===== config.mk =====
export PLATFORM = sky130hd
export DESIGN_NAME = battery_charge_estimator
export DESIGN_NICKNAME = d
export VERILOG_FILES = /design/src/sv/bce_pkg.sv /design/src/sv/bce_accum.sv /design/src/sv/bce_div.sv /design/src/sv/battery_charge_estimator.sv
export SDC_FILE = /design/constraint.sdc
export NUM_CORES = 2
export LEC_CHECK = 0
export ABC_AREA = 1
export BUFFER_PORTS_ARGS = -buffer_cell sky130_fd_sc_hd__buf_2
export CAP_MARGIN = 20
export CORE_UTILIZATION = 35
export CTS_BUF_LIST = sky130_fd_sc_hd__clkbuf_16
export CTS_CLUSTER_SIZE = 10
export DETAILED_ROUTE_END_ITERATION = 12
export HOLD_SLACK_MARGIN = 0.1
export MAX_ROUTING_LAYER = met4
export SETUP_SLACK_MARGIN = 0.2
export SLEW_MARGIN = 20
export SYNTH_ARGS = -nofsm -noshare
export SYNTH_HDL_FRONTEND = slang
export SYNTH_SLANG_ARGS = --single-unit

===== constraint.sdc =====
create_clock -name aclk -period 8 [get_ports aclk]
set_input_delay 1.2 -clock aclk [delete_from_list [all_inputs] [get_ports aclk]]
set_output_delay 1.2 -clock aclk [all_outputs]
set_load 0.005 [all_outputs]

===== src/sv/bce_pkg.sv =====
package bce_pkg;

    localparam int SAMPLE_W   = 8;
    localparam int ADC_W      = 12;
    localparam int MV_W       = 15;
    localparam int PCT_W      = 7;
    localparam int SUM_W      = 20;
    localparam int CFG_IDX_W  = 3;
    localparam int CFG_DATA_W = 15;

    localparam int CURVE_POINTS_DEF = 11;
    localparam int ADC_BITS_DEF     = 12;

    localparam logic [CFG_IDX_W-1:0] REG_SAMPLE_COUNT  = 3'd0;
    localparam logic [CFG_IDX_W-1:0] REG_ADC_FULL_CODE = 3'd1;
    localparam logic [CFG_IDX_W-1:0] REG_FULL_SCALE_MV = 3'd2;
    localparam logic [CFG_IDX_W-1:0] REG_EMPTY_MV      = 3'd3;
    localparam logic [CFG_IDX_W-1:0] REG_FULL_MV       = 3'd4;

    localparam logic [SAMPLE_W-1:0] SAMPLE_COUNT_RST  = 8'd8;
    localparam logic [ADC_W-1:0]    ADC_FULL_CODE_RST = 12'd4095;
    localparam logic [MV_W-1:0]     FULL_SCALE_MV_RST = 15'd6600;
    localparam logic [MV_W-1:0]     EMPTY_MV_RST      = 15'd2800;
    localparam logic [MV_W-1:0]     FULL_MV_RST       = 15'd4200;

    localparam logic [MV_W-1:0]  VOLT_SAT = 15'd20000;
    localparam logic [PCT_W-1:0] PCT_MAX  = 7'd100;
    localparam logic [PCT_W-1:0] PCT_MIN  = 7'd0;

    // sum * full_scale, count * adc_full_code
    localparam int NUM_W = SUM_W + MV_W;
    localparam int DEN_W = SAMPLE_W + ADC_W;

    // serial divider: full voltage divide and short percentage divide
    localparam int DIV_NW = NUM_W + 2;
    localparam int DIV_DW = DEN_W + 1;
    localparam int DIV_SW = 24;
    localparam int PROD_W = PCT_W + MV_W;

    localparam int INNER_COUNT = 9;
    localparam int INNER_K_W   = 4;

    typedef struct packed {
        logic [SUM_W-1:0]    sum;
        logic [SAMPLE_W-1:0] taken;
    } acc_snap_t;

    typedef struct packed {
        logic              start;
        logic              short_op;
        logic [DIV_NW-1:0] dividend;
        logic [DIV_DW-1:0] divisor;
    } div_req_t;

    typedef struct packed {
        logic              done;
        logic [DIV_NW-1:0] quotient;
    } div_rsp_t;

    function automatic logic [MV_W-1:0] inner_mv(logic [INNER_K_W-1:0] k);
        logic [MV_W-1:0] r;
        case (k)
            4'd0:    r = 15'd2950;
            4'd1:    r = 15'd3100;
            4'd2:    r = 15'd3200;
            4'd3:    r = 15'd3300;
            4'd4:    r = 15'd3450;
            4'd5:    r = 15'd3600;
            4'd6:    r = 15'd3700;
            4'd7:    r = 15'd3800;
            default: r = 15'd3900;
        endcase
        return r;
    endfunction

    function automatic logic [PCT_W-1:0] inner_pct(logic [INNER_K_W-1:0] k);
        logic [PCT_W-1:0] r;
        case (k)
            4'd0:    r = 7'd5;
            4'd1:    r = 7'd10;
            4'd2:    r = 7'd15;
            4'd3:    r = 7'd25;
            4'd4:    r = 7'd40;
            4'd5:    r = 7'd55;
            4'd6:    r = 7'd70;
            4'd7:    r = 7'd85;
            default: r = 7'd96;
        endcase
        return r;
    endfunction

endpackage


===== src/sv/bce_accum.sv =====
module bce_accum import bce_pkg::*; #(
    parameter int ADC_BITS = ADC_BITS_DEF
) (
    input  logic                aclk,
    input  logic                aresetn,
    input  logic                beat,
    input  logic [ADC_W-1:0]    sample,
    input  logic [SAMPLE_W-1:0] sample_count,
    output logic                fire,
    output acc_snap_t           snap
);

    localparam int KEEP_W = (ADC_BITS < ADC_W) ? ADC_BITS : ADC_W;
    localparam logic [ADC_W-1:0] ADC_MASK = ADC_W'((33'd1 << KEEP_W) - 33'd1);

    logic [SUM_W-1:0]    sum_reg,   sum_next,   sum_add;
    logic [SAMPLE_W-1:0] taken_reg, taken_next, taken_add;
    logic [SAMPLE_W-1:0] target;

    always_comb begin
        sum_add   = sum_reg + SUM_W'(sample & ADC_MASK);
        taken_add = taken_reg + SAMPLE_W'(1);
        target    = (sample_count == '0) ? SAMPLE_W'(1) : sample_count;
        fire      = beat && (taken_add >= target);
        snap.sum   = sum_add;
        snap.taken = taken_add;
        if (fire) begin
            sum_next   = '0;
            taken_next = '0;
        end else if (beat) begin
            sum_next   = sum_add;
            taken_next = taken_add;
        end else begin
            sum_next   = sum_reg;
            taken_next = taken_reg;
        end
    end

    always_ff @(posedge aclk) begin
        if (!aresetn) begin
            sum_reg   <= '0;
            taken_reg <= '0;
        end else begin
            sum_reg   <= sum_next;
            taken_reg <= taken_next;
        end
    end

endmodule


===== src/sv/bce_div.sv =====
module bce_div import bce_pkg::*; (
    input  logic     aclk,
    input  logic     aresetn,
    input  div_req_t req,
    output div_rsp_t rsp
);

    localparam int CNT_W = $clog2(DIV_NW + 1);

    logic              busy_reg, busy_next;
    logic              done_reg, done_next;
    logic [CNT_W-1:0]  cnt_reg;
    logic [DIV_DW-1:0] rem_reg;
    logic [DIV_DW-1:0] dvs_reg;
    logic [DIV_NW-1:0] quo_reg;
    logic [DIV_DW:0]   trial;
    logic              ge;
    logic [DIV_DW-1:0] rem_step;

    always_comb begin
        trial    = {rem_reg, quo_reg[DIV_NW-1]};
        ge       = trial >= {1'b0, dvs_reg};
        rem_step = ge ? DIV_DW'(trial - {1'b0, dvs_reg}) : trial[DIV_DW-1:0];
        done_next = busy_reg && (cnt_reg == CNT_W'(1));
        if (req.start) begin
            busy_next = 1'b1;
        end else if (done_next) begin
            busy_next = 1'b0;
        end else begin
            busy_next = busy_reg;
        end
    end

    always_ff @(posedge aclk) begin
        if (!aresetn) begin
            busy_reg <= 1'b0;
            done_reg <= 1'b0;
        end else begin
            busy_reg <= busy_next;
            done_reg <= done_next;
        end
    end

    // short op: dividend fits DIV_SW bits, skip the leading zero steps
    always_ff @(posedge aclk) begin
        if (req.start) begin
            rem_reg <= '0;
            dvs_reg <= req.divisor;
            if (req.short_op) begin
                quo_reg <= req.dividend << (DIV_NW - DIV_SW);
                cnt_reg <= CNT_W'(DIV_SW);
            end else begin
                quo_reg <= req.dividend;
                cnt_reg <= CNT_W'(DIV_NW);
            end
        end else if (busy_reg) begin
            rem_reg <= rem_step;
            quo_reg <= {quo_reg[DIV_NW-2:0], ge};
            cnt_reg <= cnt_reg - CNT_W'(1);
        end
    end

    assign rsp.done     = done_reg;
    assign rsp.quotient = quo_reg;

endmodule


===== src/sv/battery_charge_estimator.sv =====
// Samples that do not complete a reading are taken one per cycle while the block is idle.
// The sample that completes a reading starts a run: a 37-step bit-serial divide for the
// voltage, a curve walk of one point per cycle and, for a voltage inside a rising curve
// segment, a 24-step divide for the percentage; no sample is taken during that run.
// A finished result waits in an output register while the next samples are taken.
// Reset (synchronous, aresetn low) clears sum, count and m_valid, loads register defaults.
module battery_charge_estimator import bce_pkg::*; #(
    parameter int CURVE_POINTS = CURVE_POINTS_DEF,
    parameter int ADC_BITS     = ADC_BITS_DEF
) (
    input  logic                  aclk,
    input  logic                  aresetn,
    input  logic                  cfg_wr_en,
    input  logic [CFG_IDX_W-1:0]  cfg_index,
    input  logic [CFG_DATA_W-1:0] cfg_wdata,
    input  logic                  s_valid,
    output logic                  s_ready,
    input  logic [ADC_W-1:0]      s_adc_sample,
    output logic                  m_valid,
    input  logic                  m_ready,
    output logic [MV_W-1:0]       m_voltage_mv,
    output logic [PCT_W-1:0]      m_charge_percent
);

    localparam int IDX_W = $clog2(CURVE_POINTS + 1);
    localparam logic [IDX_W-1:0] LAST_IDX = IDX_W'(CURVE_POINTS - 1);

    localparam logic [3:0] ST_IDLE   = 4'd0;
    localparam logic [3:0] ST_MUL    = 4'd1;
    localparam logic [3:0] ST_VSTART = 4'd2;
    localparam logic [3:0] ST_VWAIT  = 4'd3;
    localparam logic [3:0] ST_SEARCH = 4'd4;
    localparam logic [3:0] ST_PMUL   = 4'd5;
    localparam logic [3:0] ST_PSTART = 4'd6;
    localparam logic [3:0] ST_PWAIT  = 4'd7;
    localparam logic [3:0] ST_DONE   = 4'd8;

    logic [3:0] state_reg, state_next;

    logic [SAMPLE_W-1:0] sample_count_reg;
    logic [ADC_W-1:0]    adc_full_code_reg;
    logic [MV_W-1:0]     full_scale_mv_reg;
    logic [MV_W-1:0]     empty_mv_reg;
    logic [MV_W-1:0]     full_mv_reg;

    logic [SUM_W-1:0]    sum_cap_reg;
    logic [SAMPLE_W-1:0] taken_cap_reg;
    logic [NUM_W-1:0]    num_reg;
    logic [DEN_W-1:0]    den_reg;
    logic [DIV_NW-1:0]   mv_reg;
    logic [IDX_W-1:0]    idx_reg;
    logic [MV_W-1:0]     lv_reg;
    logic [PCT_W-1:0]    lp_reg;
    logic [PCT_W-1:0]    up_reg;
    logic [MV_W-1:0]     span_reg;
    logic [MV_W-1:0]     d_reg;
    logic [PROD_W-1:0]   p1_reg;
    logic [PROD_W-1:0]   p2_reg;
    logic [PCT_W-1:0]    pct_reg;

    logic                m_valid_reg, m_valid_next;
    logic [MV_W-1:0]     m_volt_reg;
    logic [PCT_W-1:0]    m_pct_reg;

    logic                beat;
    logic                fire;
    acc_snap_t           snap;
    div_req_t            div_req;
    div_rsp_t            div_rsp;

    logic [ADC_W-1:0]     afc_eff;
    logic [IDX_W-1:0]     k_full;
    logic [INNER_K_W-1:0] k;
    logic [MV_W-1:0]      pt_mv;
    logic [PCT_W-1:0]     pt_pct;
    logic                 v_le_pt;
    logic [MV_W:0]        span_s;
    logic                 span_nonpos;
    logic [PROD_W:0]      psum;
    logic [DIV_SW-1:0]    pdiv;
    logic                 out_free;

    assign beat     = s_valid && s_ready;
    assign s_ready  = (state_reg == ST_IDLE);
    assign out_free = !m_valid_reg || m_ready;

    bce_accum #(
        .ADC_BITS(ADC_BITS)
    ) u_accum (
        .aclk        (aclk),
        .aresetn     (aresetn),
        .beat        (beat),
        .sample      (s_adc_sample),
        .sample_count(sample_count_reg),
        .fire        (fire),
        .snap        (snap)
    );

    bce_div u_div (
        .aclk   (aclk),
        .aresetn(aresetn),
        .req    (div_req),
        .rsp    (div_rsp)
    );

    // curve point at idx_reg
    always_comb begin
        afc_eff = (adc_full_code_reg == '0) ? ADC_W'(1) : adc_full_code_reg;
        k_full  = idx_reg - IDX_W'(1);
        k       = (int'(k_full) >= INNER_COUNT) ? INNER_K_W'(INNER_COUNT - 1)
                                                 : INNER_K_W'(k_full);
        if (idx_reg == '0) begin
            pt_mv  = empty_mv_reg;
            pt_pct = PCT_MIN;
        end else if (idx_reg >= LAST_IDX) begin
            pt_mv  = full_mv_reg;
            pt_pct = PCT_MAX;
        end else begin
            pt_mv  = inner_mv(k);
            pt_pct = inner_pct(k);
        end
        v_le_pt     = mv_reg <= DIV_NW'(pt_mv);
        span_s      = {1'b0, pt_mv} - {1'b0, lv_reg};
        span_nonpos = span_s[MV_W] || (span_s == '0);
        psum        = (PROD_W + 1)'(p1_reg) + (PROD_W + 1)'(p2_reg);
        pdiv        = DIV_SW'({psum, 1'b0}) + DIV_SW'(span_reg);

        div_req.start    = (state_reg == ST_VSTART) || (state_reg == ST_PSTART);
        div_req.short_op = (state_reg == ST_PSTART);
        if (state_reg == ST_PSTART) begin
            div_req.dividend = DIV_NW'(pdiv);
            div_req.divisor  = DIV_DW'({span_reg, 1'b0});
        end else begin
            div_req.dividend = DIV_NW'({num_reg, 1'b0}) + DIV_NW'(den_reg);
            div_req.divisor  = {den_reg, 1'b0};
        end
    end

    always_comb begin
        state_next = state_reg;
        unique case (state_reg)
            ST_IDLE:   if (fire) state_next = ST_MUL;
            ST_MUL:    state_next = ST_VSTART;
            ST_VSTART: state_next = ST_VWAIT;
            ST_VWAIT:  if (div_rsp.done) state_next = ST_SEARCH;
            ST_SEARCH: begin
                if (idx_reg == '0) begin
                    if (v_le_pt) state_next = ST_DONE;
                end else if (!v_le_pt) begin
                    if (idx_reg >= LAST_IDX) state_next = ST_DONE;
                end else if (span_nonpos) begin
                    state_next = ST_DONE;
                end else begin
                    state_next = ST_PMUL;
                end
            end
            ST_PMUL:   state_next = ST_PSTART;
            ST_PSTART: state_next = ST_PWAIT;
            ST_PWAIT:  if (div_rsp.done) state_next = ST_DONE;
            ST_DONE:   if (out_free) state_next = ST_IDLE;
            default:   state_next = ST_IDLE;
        endcase

        if ((state_reg == ST_DONE) && out_free) begin
            m_valid_next = 1'b1;
        end else if (m_ready) begin
            m_valid_next = 1'b0;
        end else begin
            m_valid_next = m_valid_reg;
        end
    end

    always_ff @(posedge aclk) begin
        if (!aresetn) begin
            state_reg         <= ST_IDLE;
            m_valid_reg       <= 1'b0;
            sample_count_reg  <= SAMPLE_COUNT_RST;
            adc_full_code_reg <= ADC_FULL_CODE_RST;
            full_scale_mv_reg <= FULL_SCALE_MV_RST;
            empty_mv_reg      <= EMPTY_MV_RST;
            full_mv_reg       <= FULL_MV_RST;
        end else begin
            state_reg   <= state_next;
            m_valid_reg <= m_valid_next;
            if (cfg_wr_en) begin
                unique case (cfg_index)
                    REG_SAMPLE_COUNT:  sample_count_reg  <= cfg_wdata[SAMPLE_W-1:0];
                    REG_ADC_FULL_CODE: adc_full_code_reg <= cfg_wdata[ADC_W-1:0];
                    REG_FULL_SCALE_MV: full_scale_mv_reg <= cfg_wdata[MV_W-1:0];
                    REG_EMPTY_MV:      empty_mv_reg      <= cfg_wdata[MV_W-1:0];
                    REG_FULL_MV:       full_mv_reg       <= cfg_wdata[MV_W-1:0];
                    default: ;
                endcase
            end
        end
    end

    always_ff @(posedge aclk) begin
        case (state_reg)
            ST_IDLE: begin
                if (fire) begin
                    sum_cap_reg   <= snap.sum;
                    taken_cap_reg <= snap.taken;
                end
            end
            ST_MUL: begin
                num_reg <= NUM_W'(sum_cap_reg) * NUM_W'(full_scale_mv_reg);
                den_reg <= DEN_W'(taken_cap_reg) * DEN_W'(afc_eff);
            end
            ST_VWAIT: begin
                if (div_rsp.done) begin
                    mv_reg  <= div_rsp.quotient;
                    idx_reg <= '0;
                end
            end
            ST_SEARCH: begin
                if (idx_reg == '0) begin
                    if (v_le_pt) begin
                        pct_reg <= PCT_MIN;
                    end else begin
                        lv_reg  <= pt_mv;
                        lp_reg  <= pt_pct;
                        idx_reg <= idx_reg + IDX_W'(1);
                    end
                end else if (!v_le_pt) begin
                    lv_reg  <= pt_mv;
                    lp_reg  <= pt_pct;
                    idx_reg <= idx_reg + IDX_W'(1);
                    if (idx_reg >= LAST_IDX) pct_reg <= PCT_MAX;
                end else if (span_nonpos) begin
                    pct_reg <= pt_pct;
                end else begin
                    span_reg <= span_s[MV_W-1:0];
                    d_reg    <= mv_reg[MV_W-1:0] - lv_reg;
                    up_reg   <= pt_pct;
                end
            end
            ST_PMUL: begin
                p1_reg <= PROD_W'(lp_reg) * PROD_W'(span_reg);
                p2_reg <= PROD_W'(d_reg) * PROD_W'(up_reg - lp_reg);
            end
            ST_PWAIT: begin
                if (div_rsp.done) begin
                    pct_reg <= (div_rsp.quotient > DIV_NW'(PCT_MAX)) ? PCT_MAX
                                                                    : div_rsp.quotient[PCT_W-1:0];
                end
            end
            ST_DONE: begin
                if (out_free) begin
                    m_volt_reg <= (mv_reg > DIV_NW'(VOLT_SAT)) ? VOLT_SAT : mv_reg[MV_W-1:0];
                    m_pct_reg  <= pct_reg;
                end
            end
            default: ;
        endcase
    end

    assign m_valid          = m_valid_reg;
    assign m_voltage_mv     = m_volt_reg;
    assign m_charge_percent = m_pct_reg;

endmodule


==> impl_results.md <==
* CTS sink cnt at 440
* Worst setup EP type: register
* CTS tree: built
* Arrival @ worst endpoint at 7.20 ns
* Dominant cell type by area after synthesis: edfxtp_1
* Post-Synth Adder-Cell Area at 30.86%
* Layout area overhead at 8.143%
* Clock Skew at 0.03811 ns
* Status: finished clean
* CTS clk-pin slew, worst paths at 0.05 ns
* Buffer count from post-CTS setup fixing at 0
* Die area at 0.1280 mm^2
* Vias in the first global route at 35440
* Yosys top cell area share at 21.62%
* Core footprint at 0.1256 mm^2
* GRT Util Overall at 19.97%
* Commonest cells post-synth: nand2_1, inv_1, fa_1, nor2_1, ha_1
* Post-CTS Hold Buffers at 0
* Syn nets at 6348
* Period minus WS final at 6.850 ns
* Grt ovf at 0
* Ys flop type: edfxtp_1
* Layout cells sized above 1 at 4.484%
* Crit-path most repeated cell: nor2_1
* Die H at 357.8 um
* Fin. Hold Viols at 0
* Synth Area in Simple Gates at 19.41%
* Multi-input gate area at 0.02748 mm^2
* Fill cell count at 12830
* Detail Route Antenna Nets at 0
* Fmax at 0.1460 GHz
* WP data required at 8.35 ns
* HP Class: reg2reg
* Seq/Total Area, Yosys at 27.08%
* Max-slew violations at 0
* Largest net degree at the start of global routing at 70
* Row count at 130
* Chip width at 357.8 um
* Synth unique cells at 59
* H-tree depth at 2
* Compound-Gate Fraction of Synth Area at 8.030%
* Worst skew pair latency at 0.64 ns
* Mux cell area share after synthesis at 0%
* Count leader, synth: nand2_1
* DR vias at 35070
* R2R setup slack at 1.15 ns
* WS Path Type: reg2reg
* Initial antenna violation count at 2
* Netlist Area Pre-Place at 0.04431 mm^2
* Post-Synthesis Cells at 5486
* Io pins at 59
* CTS max path bufs at 3
* Number of max-cap violations at 0
* Initial core utilization at 35.29%
* Slew margin rel. at 28.73%
* Gp weighted congestion at 0.9500
* Post-synth EDFFs at 319
* First-pass DRT Iterations at 6
* Register area at 0.01200 mm^2
* Synth top area cells: edfxtp_1, fa_1, nand2_1
* Tcrit/Tclk final at 85.62%
* Inserted Clock Buffers at 55
* Number of DRC markers in iteration 0 at 2478
* RSZ-0062 raised after global routing: false
* Root Buffer: clkbuf_16
* Post-DP HPWL at 98.69 mm
* Routed wire length per instance at 17.05 um
* Post-synth ARST share at 0%
* Setup TNS at 0 ns
* Post_cts resized at 0
* Final setup viols at 0
* Slowest CP cell: edfxtp_1
* Yosys reg bits at 440
* # DRC at 0
* Port Buffers at 58
* Number of synthesis warnings at 0
* Largest family of logic cells by synthesized area: adder cells
* Via density at 4.898
* Crit path launch type: register
* Slew of the pin with the lowest slew margin at 1.067 ns
* CP max FO at 16
* Synthesized area per cell at 8.078 um^2
* Routed WL at 122.1 mm
* Layout Nets at 6336
* Post-Synth XOR/XNOR Area at 3.600%
* Max incr delay on CP at 0.69 ns
* Global-route wire length before repair at 195.5 mm
[worst paths after layout]
path | startpoint | to | cells after the start
worst max-delay path | lp_reg[1] | p2_reg[14] | 30
worst min-delay path | full_mv_reg[7] | full_mv_reg[7] | 2
worst max register to register | lp_reg[1] | p2_reg[14] | 30
worst min register to register | full_mv_reg[7] | full_mv_reg[7] | 2
[critical path: cells and delay by family (launching register included)]
| kind | cells | cell delay (ns) |
|---|---|---|
| fa+ha+maj | 6 | 2.90 |
| simple gates | 11 | 1.19 |
| compound gates | 7 | 1.11 |
| flops | 1 | 0.69 |
| buf+inv | 5 | 0.62 |
| xor+xnor | 1 | 0.07 |
[logic make-up after synthesis]
| kind of cell | Yosys count |
|---|---|
| xor gates and xnor gates | 180 |
| AOI/OAI and AO/OA | 632 |
| DFF | 440 |
| adders and majority gates | 827 |
| buffers and inverters | 1297 |
| and+or+nand+nor | 2110 |
[cell usage in the layout, fill, tap and decap left out, drive strengths merged, types with 6 or more instances in the layout]
| master | netlist | routed |
|---|---|---|
| a211oi | 11 | 11 |
| o21a | 11 | 11 |
| fa | 443 | 443 |
| xor2 | 121 | 121 |
| ha | 384 | 384 |
| dfxtp | 121 | 121 |
| edfxtp | 319 | 319 |
| buf | 15 | 86 |
| a31oi | 10 | 10 |
| nor3 | 49 | 49 |
| o31ai | 7 | 7 |
| nor4 | 26 | 26 |
| xnor2 | 59 | 59 |
| inv | 1140 | 1160 |
| nand2 | 1377 | 1377 |
| o22ai | 12 | 12 |
| or2 | 15 | 15 |
| a21o | 17 | 17 |
| nand4 | 50 | 50 |
| o21ai | 210 | 210 |
| nand3 | 168 | 168 |
| nand3b | 7 | 7 |
| clkbuf | 140 | 56 |
| nor2 | 411 | 411 |
| and2 | 6 | 6 |
| a21boi | 10 | 10 |
| o211ai | 27 | 27 |
| a21oi | 277 | 277 |
| clkinv | 2 | 16 |
| o21bai | 16 | 16 |
[metrics by stage]
stage	instances	setup WS, ns	cell area [um^2]	util, %	hold slack, ns
2_1_floorplan	5486	1.729	44310	-	0.4003
4_1_cts	7158	1.150	47900	38.15	0.4551
3_5_place_dp	7066	1.169	46320	36.89	0.4386
5_1_grt	7160	0.6510	47920	38.16	0.4785
6_report	7160	1.150	47920	38.16	0.4542
3_3_place_gp	7066	1.213	46320	36.89	0.4381
[metal layers]
| layer | wire length [um] | global-route usage, % |
|---|---|---|
| met1 | 54660 | 25.96 |
| met2 | 58910 | 33.31 |
| met3 | 5477 | 1.842 |
| met4 | 3013 | 5.140 |
| met5 | 0 | - |
[area by class of cell]
| cell class | instances | share of cell area [%] |
|---|---|---|
| Clock inverter | 36 | 0.3786 |
| Clock buffer | 56 | 2.924 |
| Tap cell | 1650 | 4.308 |
| Multi-Input combinational cell | 3749 | 57.34 |
| Antenna cell | 1 | 0.005222 |
| Inverter | 1142 | 8.945 |
| Sequential cell | 440 | 25.04 |
| Timing Repair Buffer | 86 | 1.060 |
Power is not shown: default switching activity piles up to over one toggle a cycle in this logic, so the estimate is an artifact.
